**src/rtl/core/tse_pkg.sv**
```systemverilog
// shared types, constants and codes of the tab-to-space expander
// no dependencies; imported by every module of the block except tse_ram
package tse_pkg;

  localparam int MAX_STOPS    = 64;
  localparam int STOP_ADDR_W  = $clog2(MAX_STOPS);
  localparam int USED_W       = $clog2(MAX_STOPS + 1);
  localparam int STOP_IDX_W   = 6;
  localparam int STOP_COUNT_W = 7;
  localparam int COUNT_W      = 9;
  localparam int COL_W        = 16;
  localparam int BIT_CNT_W    = $clog2(COL_W);
  localparam int QUEUE_DEPTH  = 4;
  localparam int QPTR_W       = $clog2(QUEUE_DEPTH);

  localparam logic [COL_W-1:0] TAB_MASK = COL_W'(7);

  localparam logic [7:0] CH_TAB       = 8'h09;
  localparam logic [7:0] CH_BACKSPACE = 8'h08;
  localparam logic [7:0] CH_NEWLINE   = 8'h0A;
  localparam logic [7:0] CH_SPACE     = 8'h20;

  localparam logic [1:0] KIND_TEXT       = 2'd0;
  localparam logic [1:0] KIND_NEW_FILE   = 2'd1;
  localparam logic [1:0] KIND_STOP_WRITE = 2'd2;
  localparam logic [1:0] KIND_UNUSED     = 2'd3;

  typedef struct packed {
    logic [1:0]            kind;
    logic [7:0]            text_byte;
    logic [STOP_IDX_W-1:0] stop_index;
    logic [COUNT_W-1:0]    stop_column;
  } item_t;

  typedef struct packed {
    logic [7:0]         out_byte;
    logic [COUNT_W-1:0] repeat_count;
  } res_t;

  typedef enum logic [2:0] {
    OP_CHAR,
    OP_TAB,
    OP_BACKSPACE,
    OP_NEWLINE,
    OP_NEW_FILE,
    OP_STOP_WRITE
  } op_t;

  typedef struct packed {
    op_t                   op;
    logic [7:0]            text_byte;
    logic [STOP_IDX_W-1:0] stop_index;
    logic [COUNT_W-1:0]    stop_column;
  } entry_t;

  // front to queue
  typedef struct packed {
    logic   valid;
    entry_t entry;
  } qwr_t;

  // queue to back
  typedef struct packed {
    logic   avail;
    entry_t entry;
  } qrd_t;

  typedef enum logic [1:0] {
    B_IDLE,
    B_SCAN,
    B_DIV,
    B_OUT
  } bstate_t;

endpackage

```
**src/rtl/core/tse_ram.sv**
```systemverilog
// generic single-write, single-read ram with registered read data
// no dependencies
module tse_ram #(
  parameter int WIDTH = 8,
  parameter int DEPTH = 16
) (
  input  logic                     clk,
  input  logic                     we,
  input  logic [$clog2(DEPTH)-1:0] waddr,
  input  logic [WIDTH-1:0]         wdata,
  input  logic [$clog2(DEPTH)-1:0] raddr,
  output logic [WIDTH-1:0]         rdata
);

  logic [WIDTH-1:0] mem [DEPTH];

  always_ff @(posedge clk) begin
    if (we) begin
      mem[waddr] <= wdata;
    end
    rdata <= mem[raddr];
  end

endmodule

```
**src/rtl/core/tse_front.sv**
```systemverilog
// front end: accepts requests and decodes them into back-end operations
// depends on tse_pkg
module tse_front import tse_pkg::*; (
  input  logic  clk,
  input  logic  rst,
  input  logic  push,
  output logic  full,
  input  item_t item,
  output qwr_t  wr,
  input  logic  q_full
);

  logic   fvalid;
  logic   fvalid_next;
  entry_t fentry;
  entry_t fentry_next;
  logic   accept;
  logic   keep;
  op_t    op;

  assign full   = fvalid && q_full;
  assign accept = push && !full;

  always_comb begin
    keep = 1'b1;
    op   = OP_CHAR;
    unique case (item.kind)
      KIND_TEXT: begin
        unique case (item.text_byte)
          CH_TAB:       op = OP_TAB;
          CH_BACKSPACE: op = OP_BACKSPACE;
          CH_NEWLINE:   op = OP_NEWLINE;
          default:      op = OP_CHAR;
        endcase
      end
      KIND_NEW_FILE:   op = OP_NEW_FILE;
      KIND_STOP_WRITE: op = OP_STOP_WRITE;
      KIND_UNUSED:     keep = 1'b0;
      default:         keep = 1'b0;
    endcase
  end

  always_comb begin
    fentry_next = fentry;
    fvalid_next = fvalid && q_full;
    if (accept && keep) begin
      fvalid_next             = 1'b1;
      fentry_next.op          = op;
      fentry_next.text_byte   = item.text_byte;
      fentry_next.stop_index  = item.stop_index;
      fentry_next.stop_column = item.stop_column;
    end
  end

  always_ff @(posedge clk) begin
    if (rst) begin
      fvalid <= 1'b0;
    end else begin
      fvalid <= fvalid_next;
    end
    fentry <= fentry_next;
  end

  assign wr.valid = fvalid && !q_full;
  assign wr.entry = fentry;

endmodule

```
**src/rtl/core/tse_queue.sv**
```systemverilog
// short operation queue between front and back end
// depends on tse_pkg
module tse_queue import tse_pkg::*; (
  input  logic clk,
  input  logic rst,
  input  qwr_t wr,
  output logic full,
  output qrd_t rd,
  input  logic take
);

  entry_t            slots [QUEUE_DEPTH];
  logic [QPTR_W-1:0] wptr;
  logic [QPTR_W-1:0] rptr;
  logic [QPTR_W:0]   fill;
  logic              do_wr;
  logic              do_rd;

  assign full   = fill == (QPTR_W+1)'(QUEUE_DEPTH);
  assign do_wr  = wr.valid && !full;
  assign do_rd  = take && (fill != '0);

  always_ff @(posedge clk) begin
    if (rst) begin
      wptr <= '0;
      rptr <= '0;
      fill <= '0;
    end else begin
      if (do_wr) begin
        wptr <= wptr + 1'b1;
      end
      if (do_rd) begin
        rptr <= rptr + 1'b1;
      end
      fill <= fill + (QPTR_W+1)'(do_wr) - (QPTR_W+1)'(do_rd);
    end
    if (do_wr) begin
      slots[wptr] <= wr.entry;
    end
  end

  assign rd.avail = fill != '0;
  assign rd.entry = slots[rptr];

endmodule

```
**src/rtl/core/tse_back.sv**
```systemverilog
// back end: column tracking, stop table, tab width and result register
// depends on tse_pkg and tse_ram
module tse_back import tse_pkg::*; (
  input  logic                    clk,
  input  logic                    rst,
  input  logic [STOP_COUNT_W-1:0] stop_count,
  input  qrd_t                    rd,
  output logic                    take,
  output res_t                    result,
  output logic                    empty,
  input  logic                    pop
);

  bstate_t              state;
  bstate_t              state_next;
  entry_t               cur;
  entry_t               cur_next;
  logic [COL_W-1:0]     col;
  logic [COL_W-1:0]     col_next;
  logic [COUNT_W-1:0]   cnt;
  logic [COUNT_W-1:0]   cnt_next;
  logic [STOP_ADDR_W-1:0] idx;
  logic [STOP_ADDR_W-1:0] idx_next;
  logic [COUNT_W-1:0]   sval;
  logic [COUNT_W-1:0]   sval_next;
  logic [COUNT_W-1:0]   rem;
  logic [COUNT_W-1:0]   rem_next;
  logic [COL_W-1:0]     dvd;
  logic [COL_W-1:0]     dvd_next;
  logic [BIT_CNT_W-1:0] bitcnt;
  logic [BIT_CNT_W-1:0] bitcnt_next;
  logic                 rvalid;
  logic                 rvalid_next;
  res_t                 res_q;
  res_t                 res_next;

  logic                   we;
  logic [STOP_ADDR_W-1:0] raddr;
  logic [COUNT_W-1:0]     rdata;

  logic [USED_W-1:0]  used;
  logic               last;
  logic               hit;
  logic               out_free;
  logic [COUNT_W:0]   trial;
  logic               ge;
  logic [COUNT_W-1:0] rem_step;
  logic [COL_W:0]     sum;

  assign used = (int'(stop_count) > MAX_STOPS) ? USED_W'(MAX_STOPS) : USED_W'(stop_count);
  assign last = (USED_W'(idx) + 1'b1) == used;
  assign hit  = COL_W'(rdata) > col;
  assign out_free = !rvalid || pop;

  // one restoring-division step of col mod stop
  assign trial    = {rem, dvd[COL_W-1]};
  assign ge       = trial >= {1'b0, sval};
  assign rem_step = ge ? COUNT_W'(trial - {1'b0, sval}) : COUNT_W'(trial);

  assign sum = {1'b0, col} + (COL_W+1)'(cnt);

  tse_ram #(
    .WIDTH (COUNT_W),
    .DEPTH (MAX_STOPS)
  ) u_stop_ram (
    .clk   (clk),
    .we    (we),
    .waddr (STOP_ADDR_W'(rd.entry.stop_index)),
    .wdata (rd.entry.stop_column),
    .raddr (raddr),
    .rdata (rdata)
  );

  // next state
  always_comb begin
    state_next = state;
    unique case (state)
      B_IDLE: begin
        if (rd.avail) begin
          unique case (rd.entry.op) inside
            OP_TAB:                             state_next = (used == '0) ? B_OUT : B_SCAN;
            OP_CHAR, OP_BACKSPACE, OP_NEWLINE:  state_next = B_OUT;
            default:                            state_next = B_IDLE;
          endcase
        end
      end
      B_SCAN: begin
        if (used == USED_W'(1)) begin
          state_next = (rdata == '0) ? B_OUT : B_DIV;
        end else if (hit || last) begin
          state_next = B_OUT;
        end
      end
      B_DIV: begin
        if (bitcnt == BIT_CNT_W'(COL_W - 1)) begin
          state_next = B_OUT;
        end
      end
      B_OUT: begin
        if (out_free) begin
          state_next = B_IDLE;
        end
      end
      default: state_next = B_IDLE;
    endcase
  end

  // outputs and datapath
  always_comb begin
    take        = 1'b0;
    we          = 1'b0;
    raddr       = '0;
    cur_next    = cur;
    col_next    = col;
    cnt_next    = cnt;
    idx_next    = idx;
    sval_next   = sval;
    rem_next    = rem;
    dvd_next    = dvd;
    bitcnt_next = bitcnt;
    rvalid_next = rvalid && !pop;
    res_next    = res_q;
    unique case (state)
      B_IDLE: begin
        take     = rd.avail;
        cur_next = rd.entry;
        idx_next = '0;
        cnt_next = COUNT_W'(1);
        if (rd.avail) begin
          unique case (rd.entry.op)
            OP_TAB: begin
              cnt_next = COUNT_W'(TAB_MASK + 1'b1) - COUNT_W'(col & TAB_MASK);
            end
            OP_NEW_FILE: col_next = '0;
            OP_STOP_WRITE: we = int'(rd.entry.stop_index) < MAX_STOPS;
            default: ;
          endcase
        end
      end
      B_SCAN: begin
        raddr    = idx + 1'b1;
        idx_next = idx + 1'b1;
        if (used == USED_W'(1)) begin
          sval_next   = rdata;
          rem_next    = '0;
          dvd_next    = col;
          bitcnt_next = '0;
          cnt_next    = COUNT_W'(1);
        end else if (hit) begin
          cnt_next = rdata - col[COUNT_W-1:0];
        end else begin
          cnt_next = COUNT_W'(1);
        end
      end
      B_DIV: begin
        rem_next    = rem_step;
        dvd_next    = {dvd[COL_W-2:0], 1'b0};
        bitcnt_next = bitcnt + 1'b1;
        cnt_next    = sval - rem_step;
      end
      B_OUT: begin
        if (out_free) begin
          rvalid_next           = 1'b1;
          res_next.out_byte     = (cur.op == OP_TAB) ? CH_SPACE : cur.text_byte;
          res_next.repeat_count = cnt;
          unique case (cur.op)
            OP_BACKSPACE: col_next = (col != '0) ? col - 1'b1 : col;
            OP_NEWLINE:   col_next = '0;
            default:      col_next = sum[COL_W] ? '1 : sum[COL_W-1:0];
          endcase
        end
      end
      default: ;
    endcase
  end

  always_ff @(posedge clk) begin
    if (rst) begin
      state  <= B_IDLE;
      col    <= '0;
      rvalid <= 1'b0;
    end else begin
      state  <= state_next;
      col    <= col_next;
      rvalid <= rvalid_next;
    end
    cur    <= cur_next;
    cnt    <= cnt_next;
    idx    <= idx_next;
    sval   <= sval_next;
    rem    <= rem_next;
    dvd    <= dvd_next;
    bitcnt <= bitcnt_next;
    res_q  <= res_next;
  end

  assign result = res_q;
  assign empty  = !rvalid;

endmodule

```
**src/rtl/core/tab_to_space_expander_core.sv**
```systemverilog
// top level of the tab-to-space expander
// depends on tse_pkg, tse_front, tse_queue, tse_back, tse_ram
//
// Byte stream tab expander. Each request carries a text byte, a new-file
// marker or a tab stop write; every text byte gives exactly one result
// (the byte with a repeat count of 1, or for a tab a space with the count
// that brings the column to the next stop), the other requests give none.
// Requests enter through push/full, results leave through empty/pop, and
// the front end, a four-entry operation queue and the back end decouple
// the two sides. The back end handles one request at a time: a stop write
// or new file ends in B_IDLE; a plain byte, backspace, newline or tab with
// no stops goes on to B_OUT; a tab with one nonzero stop runs a 16-step
// one-bit-per-cycle modulo of the column by the stop width in B_DIV; a tab
// with several stops reads up to 64 table entries through the single read
// port of the stop ram until one lies beyond the column or all are read.
// The front end register and the queue hold requests for the back end.
// stop_count is written through cfg_valid/cfg_ready (always ready); the
// user must write it only while the block is idle, which the block does
// not enforce; a value above 64 acts as 64. The column resets to 0; stop
// table entries are undefined until written, and no clearing pass runs.
module tab_to_space_expander_core import tse_pkg::*; (
  input  logic                    clk,
  input  logic                    rst,
  // request side
  input  logic                    push,
  output logic                    full,
  input  item_t                   item,
  // result side
  output logic                    empty,
  input  logic                    pop,
  output res_t                    result,
  // stop_count register write
  input  logic                    cfg_valid,
  output logic                    cfg_ready,
  input  logic [STOP_COUNT_W-1:0] cfg_data
);

  logic [STOP_COUNT_W-1:0] stop_count;
  qwr_t                    wr;
  qrd_t                    rd;
  logic                    q_full;
  logic                    take;

  // stop_count register, reset selects the every-8-columns default
  assign cfg_ready = 1'b1;

  always_ff @(posedge clk) begin
    if (rst) begin
      stop_count <= '0;
    end else if (cfg_valid && cfg_ready) begin
      stop_count <= cfg_data;
    end
  end

  // decode requests, drop unused kinds
  tse_front u_front (
    .clk    (clk),
    .rst    (rst),
    .push   (push),
    .full   (full),
    .item   (item),
    .wr     (wr),
    .q_full (q_full)
  );

  // operation queue between decode and execution
  tse_queue u_queue (
    .clk  (clk),
    .rst  (rst),
    .wr   (wr),
    .full (q_full),
    .rd   (rd),
    .take (take)
  );

  // column state, stop table, tab width and result register
  tse_back u_back (
    .clk        (clk),
    .rst        (rst),
    .stop_count (stop_count),
    .rd         (rd),
    .take       (take),
    .result     (result),
    .empty      (empty),
    .pop        (pop)
  );

endmodule

```
**config.mk**
```make
export PLATFORM = sky130hd
export DESIGN_NAME = tab_to_space_expander_core
export DESIGN_NICKNAME = d
export VERILOG_FILES = /design/src/rtl/core/tse_pkg.sv /design/src/rtl/core/tse_ram.sv /design/src/rtl/core/tse_front.sv /design/src/rtl/core/tse_queue.sv /design/src/rtl/core/tse_back.sv /design/src/rtl/core/tab_to_space_expander_core.sv
export SDC_FILE = /design/constraint.sdc
export NUM_CORES = 1
export LEC_CHECK = 0
export BUFFER_PORTS_ARGS = -buffer_cell sky130_fd_sc_hd__buf_2
export CORE_UTILIZATION = 58
export CTS_CLUSTER_DIAMETER = 100
export DETAILED_ROUTE_END_ITERATION = 10
export PLACE_DENSITY_LB_ADDON = 0.08
export SLEW_MARGIN = 20
export SYNTH_ARGS = -nofsm -noshare
export SYNTH_HDL_FRONTEND = slang
export SYNTH_SLANG_ARGS = --single-unit
```
**constraint.sdc**
```tcl
create_clock -name clk -period 11.3 [get_ports clk]
set_clock_uncertainty 0.2 [all_clocks]
set_input_delay 2.26 -clock clk [delete_from_list [all_inputs] [get_ports clk]]
set_output_delay 2.26 -clock clk [all_outputs]
set_load 0.05 [all_outputs]
```
# Yosys cells after proc, flatten, opt, wreduce, memory -nomap -nowiden
# Memories as Yosys holds them, arrays and structs flattened. A register that Yosys moved wholly into a read port is not among the register bits.
# Index checks and enable logic that the tools add are counted.
# word_totals
reg_bits	141
mem_bits_rw	680
output_inout_bits	20
n_memories	2
# mem_list
memory	depth	word_bits	rd	rd_ports_with_merged_regs	write_ports	line	rtl
u_back.u_stop_ram.mem	64	9	1	1	1	tse_ram.sv:15	logic [WIDTH-1:0] mem [DEPTH];
u_queue.slots	4	26	1	1	1	tse_queue.sv:12	entry_t slots [QUEUE_DEPTH];
# op_classes
add_sub_neg	13
order_cmp	3
eq_ne	28
muxes	47
reduce_logical	30
# op_table
operator	count
2-to-1 mux 16 bit	6
case mux 16 bit (2 select lines)	3
2-to-1 mux 9 bit	6
case mux 9 bit (3 select lines)	1
subtractor 9 bit	3
equality test 8 x 4 -> 1 bit (second input constant)	3
case mux 9 bit (2 select lines)	1
adder 16 x 9 -> 17 bit	1
> comparator 9 x 16 -> 1 bit	1
2-to-1 mux 2 bit	8
nonzero test 16 bit	1
subtractor 16 x 1 -> 16 bit (second input constant)	1
2-to-1 mux 1 bit	13
equality test 3 x 2 -> 1 bit (second input constant)	4
case mux 6 bit (2 select lines)	1
greater-or-equal comparator 10 x 9 -> 1 bit	1
equality test 3 bit (second input constant)	3
zero test 9 bit	1
case mux 3 bit (3 select lines)	1
equality test 2 bit (second input constant)	4
!= test 2 x 1 -> 1 bit (second input constant)	4
case mux 2 bit (4 select lines)	1
case mux 4 bit (2 select lines)	1
adder 6 x 1 -> 7 bit (second input constant)	1
32 further kinds	51

# Depth between registers and ports, before layout
# logic_depth
depth_word	7
mapped_depth	18
ltp_nobuf	17

# Modules after synthesis
# Synthesis repeated with hierarchy kept, for this count alone.
# unflattened
hier_cells	1906
hier_area_um2	34451.8
# by_module_without_submodules
mod	n_inst	cells_per_inst	area_per_inst_um2
tse_ram	1	1020	22594.2
tse_back	1	633	6394.9
tse_queue	1	185	4269.1
tse_front	1	44	934.6
tab_to_space_expander_core	1	24	259.0

# Worst setup path after synthesis
# No wires, ideal clock.
# synth_path
path_kind	input to register
start	in pop
end	reg u_back.col[12]
t_arrival_ns	4.047
t_required_ns	11.041
path_slack_ns	6.994
stages	10
path_buffers	1
cell_sequence	nor2b_1 a22o_1 a211o_1 a31o_4 or3b_1 buf_2 a221o_1 a31oi_1 o21ai_0 nand2_1
# synth_via
elab_chain_len	3
# synth_lines
item	line	rtl
start, declared	tab_to_space_expander_core.sv:30	input logic pop,
logical OR 1 bit	tse_back.sv:53	assign out_free = !rvalid || pop;
!= test 2 x 1 -> 1 bit (no source line)	n/a	
AND reduction 5 bit (no source line)	n/a	
end signal, assigned	tse_back.sv:184	col <= col_next;
end, declared	tse_back.sv:18	logic [COL_W-1:0] col;
# Every way passes these cells.
# A chain may end at the register's enable or synchronous reset.

# Final worst setup path
# layout_path
start	reg u_back.dvd[15]
end	reg u_back.cnt[8] (data pin)
# layout_via
elab_chain_len	4
word_cells_on_any_way	5
classes_between	add/sub: 2; order compare: 1; mux: 2
# layout_lines
item	line	rtl
start, declared	tse_back.sv:28	logic [COL_W-1:0] dvd;
start signal, assigned	tse_back.sv:192	dvd <= dvd_next;
subtractor 9 bit / greater-or-equal comparator 10 x 9 -> 1 bit (equally long branches)	tse_back.sv:58, tse_back.sv:57	
2-to-1 mux 9 bit *	tse_back.sv:58	assign rem_step = ge ? COUNT_W'(trial - {1'b0, sval}) : COUNT_W'(trial);
via u_back.rem_step[1]	tse_back.sv:47	logic [COUNT_W-1:0] rem_step;
subtractor 9 bit *	tse_back.sv:159	cnt_next = sval - rem_step;
case mux 9 bit (3 select lines) *	tse_back.sv:123	unique case (state)
via u_back.cnt_next[8]	tse_back.sv:21	logic [COUNT_W-1:0] cnt_next;
end signal, assigned	tse_back.sv:188	cnt <= cnt_next;
end, declared	tse_back.sv:20	logic [COUNT_W-1:0] cnt;
# The timed path passes the listed nets; every way through them passes the cells marked *.

==> summary.txt <==
H-tree levels: 3
DR vias: 21,400
CP Capture Type: flip-flop
post-synth cell types: 70
layout net count: 2,678
clock slew at reported path FFs: 0.06 ns
Max Slew Vio Count: 0
fraction of layout cells with a size suffix above 1: 9.71%
Critical Path RT: 11.47 ns
Die Wd: 248 microns
Detail Placement HPWL: 49,500 microns
Setup Crit Path Kind: reg -> reg
final worst slack: 6.68 ns
Fin Hold WS: 0.290 ns
# diodes: 0
Final Setup Violations: 0
Worst Hold Class: reg -> reg
Max Fanout on Critical Path: 14
#FFs+latches synth: 832
routed length per placed instance: 24.4 microns
post-CTS resize count: 0
pin count of the biggest net entering global routing: 145
die height: 248 microns
most frequent cells in the layout: 787 x edfxtp_1, 383 x nand2_1, 143 x nor2_1, 98 x mux2i_1, 97 x a21oi_1
DR iter-0 viols: 2,089
dominant cells by area after synthesis: edfxtp_1 67%, nand2_1 4.1%, mux2i_1 2.8%
syn_nets: 2,655
Layout Utilization: 65.3%
final WL: 83,500 microns
num ports: 57
slew of the pin with the lowest slew margin: 1.12 ns
initial antenna violation count: 1
Max Cap Viol: 0
first-pass GRT wire length: 125,000 microns
die footprint: 61,400 sq um
R2R Setup Slk: 6.68 ns
Cell Area, Synth: 35,100 sq um
status: complete, no violations
number of placed instances, taps included: 3,272
Lkg Pwr: 13.0 nW
DRT Pass-1 Iters: 6
# rows: 89
Final min period: 4.62 ns
asr flop ratio synth: 0%
Arrival @ worst endpoint: 4.78 ns
Yosys top cell area share: 67.4%
Fmax: 217 MHz
remaining antenna violation count: 0
number of synthesized flops with an enable pin: 787
Final Hold Vio Count: 0
main flop type after synthesis: edfxtp_1
period utilisation layout: 40.8%
Startpoint Class: flip-flop
TritonCTS clock tree: built
GR Util All Layers: 27.5%
Post-Layout Cell Count: 3,421
Seq/Total Area, Yosys: 70.0%
Initial Util: 59.1%
Post-Syn Instances: 2,562
number of clock sinks: 832
Root Buffer: clkbuf_16
most common cell after layout, fill and taps aside: edfxtp_1
yosys warns: 0
Place WS: 6.68 ns
IO buf count: 55
post-CTS setup buffers: 0
area leader, netlist: edfxtp_1
CTS Hold Bufs: 0
worst vdd ir: 0.240 mV
setup TNS: 0 ns
Remaining DRCs: 0
GRT overflow: 0
Pwr Density: 237 nW/um^2
Max-Slew Margin vs Limit: 24.8%
vias in the first global route: 20,700
Num CTS Buffers: 84
Clk Latency, worst-skew pair: 0.63 ns
CORE AREA: 59,400 sq um
final RePlAce weighted congestion: 0.865
buffer depth of the longest clock path: 3
synth-to-layout area growth: 10.5%
syn avg cell area: 13.7 sq um
vias per cell: 6.26
RSZ-0062 raised after global routing: false
[flip-flops by register name, indices dropped and copies added, names as in the netlist, named ones only]
| signal | count |
|---|---|
| u_back.u_stop_ram.mem | 576 |
| u_queue.slots | 104 |
| u_front.wr | 26 |
| u_back.result | 17 |
| u_back.col | 16 |
| u_back.dvd | 16 |
| u_back.cur | 11 |
| u_back.cnt | 9 |
| u_back.rem | 9 |
| u_back.sval | 9 |
| u_back.u_stop_ram.rdata | 9 |
| stop_count | 7 |
| u_back.idx | 6 |
| u_back.bitcnt | 4 |
| u_queue.fill | 3 |
| u_back.state | 2 |
| u_queue.rptr | 2 |
| u_queue.wptr | 2 |
| u_back.rvalid | 1 |
| u_front.fvalid | 1 |
[synth_stat cells, types with 4 or more instances]
library cell,instances
a21o_1,12
a311oi_1,58
inv_1,59
nor2_1,146
nor2b_1,82
xor2_1,21
o21ai_1,4
mux2_2,4
or3_1,5
mux4_2,30
o21bai_1,4
nand4_1,8
a31oi_1,53
fa_1,5
dfxtp_1,45
o2bb2ai_1,4
and2_1,12
nand2b_1,15
o21ai_0,87
ha_1,51
o22ai_1,13
mux2i_1,98
nor3_1,16
edfxtp_1,787
nand3_1,75
o221ai_1,12
a32o_1,4
clkbuf_1,110
a211oi_1,72
o311ai_0,12
buf_1,37
and3_1,8
o211ai_1,40
nand2_1,384
nand3b_1,5
a211o_1,6
nor3b_1,4
a21oi_1,97
xnor2_1,26
[layer usage]
layer / vias to the layer above / global-route usage [%] / part of all wire, %
met2: 905 / 43.8 / 48
li1: 9762 / - / -
met1: 10600 / 38.8 / 42
met4: 4 / 8.52 / 2.3
met3: 121 / 4.96 / 8.1
met5: - / 0 / 0.037
[per-stage QoR]
stage | power [W] | instance area [sq um]
finish | 0.00918 | 38800
global route | 0.00953 | 38800
CTS | 0.00919 | 38700
detailed placement | 0.00649 | 36100
global placement | 0.00644 | 36100
floorplan | 0.00559 | 35100
[cell families after synthesis]
family / synth area share (%)
DFF: 70.0
and+or+nand+nor: 9.77
AOI/OAI and AO/OA: 9.80
buffers and inverters: 2.31
muxes: 4.85
adders and majority gates: 2.11
xor gates and xnor gates: 1.17
other: 0.0107
[worst max-delay path, cell delays in order, from the launching register on]
cell       delay (ns)
edfxtp_1         0.38
inv_1            0.06
ha_1             0.22
fa_1             0.45
nand2b_1         0.18
a21oi_1          0.22
o21ai_1          0.21
nand3_1          0.46
a21oi_1          0.21
fa_1             0.48
a2111oi_0        0.48
mux2i_1          0.16
o211ai_1         0.23
a211o_1          0.22
or4_1            0.11
nand4_1          0.08
[area by class of cell]
cell class	instances	area [sq um]
sequential	832	24500
fill	4341	20600
clock buffer	118	2330
clock inverter	31	355
inverter	62	234
tap	773	967
timing repair buffer	87	541
multi-input combinational	1518	9790
[report_power, final]
group	switching (W)	internal (W)
clock	0.00113	0.00160
combinational	0.00177	0.000758
sequential	0.000138	0.00380
[path summary, 6_finish.rpt]
path	from	to	depth (start not counted)
worst max-delay path	u_back.dvd[15]$_DFFE_PP_	u_back.cnt[8]$_DFFE_PP_	15
worst min-delay path	u_back.cnt[2]$_DFFE_PP_	u_back.result[2]$_DFFE_PP_	0
worst max register to register	u_back.dvd[15]$_DFFE_PP_	u_back.cnt[8]$_DFFE_PP_	15
worst min register to register	u_back.cnt[2]$_DFFE_PP_	u_back.result[2]$_DFFE_PP_	0
Note: power is estimated with default switching activity, not from simulation.
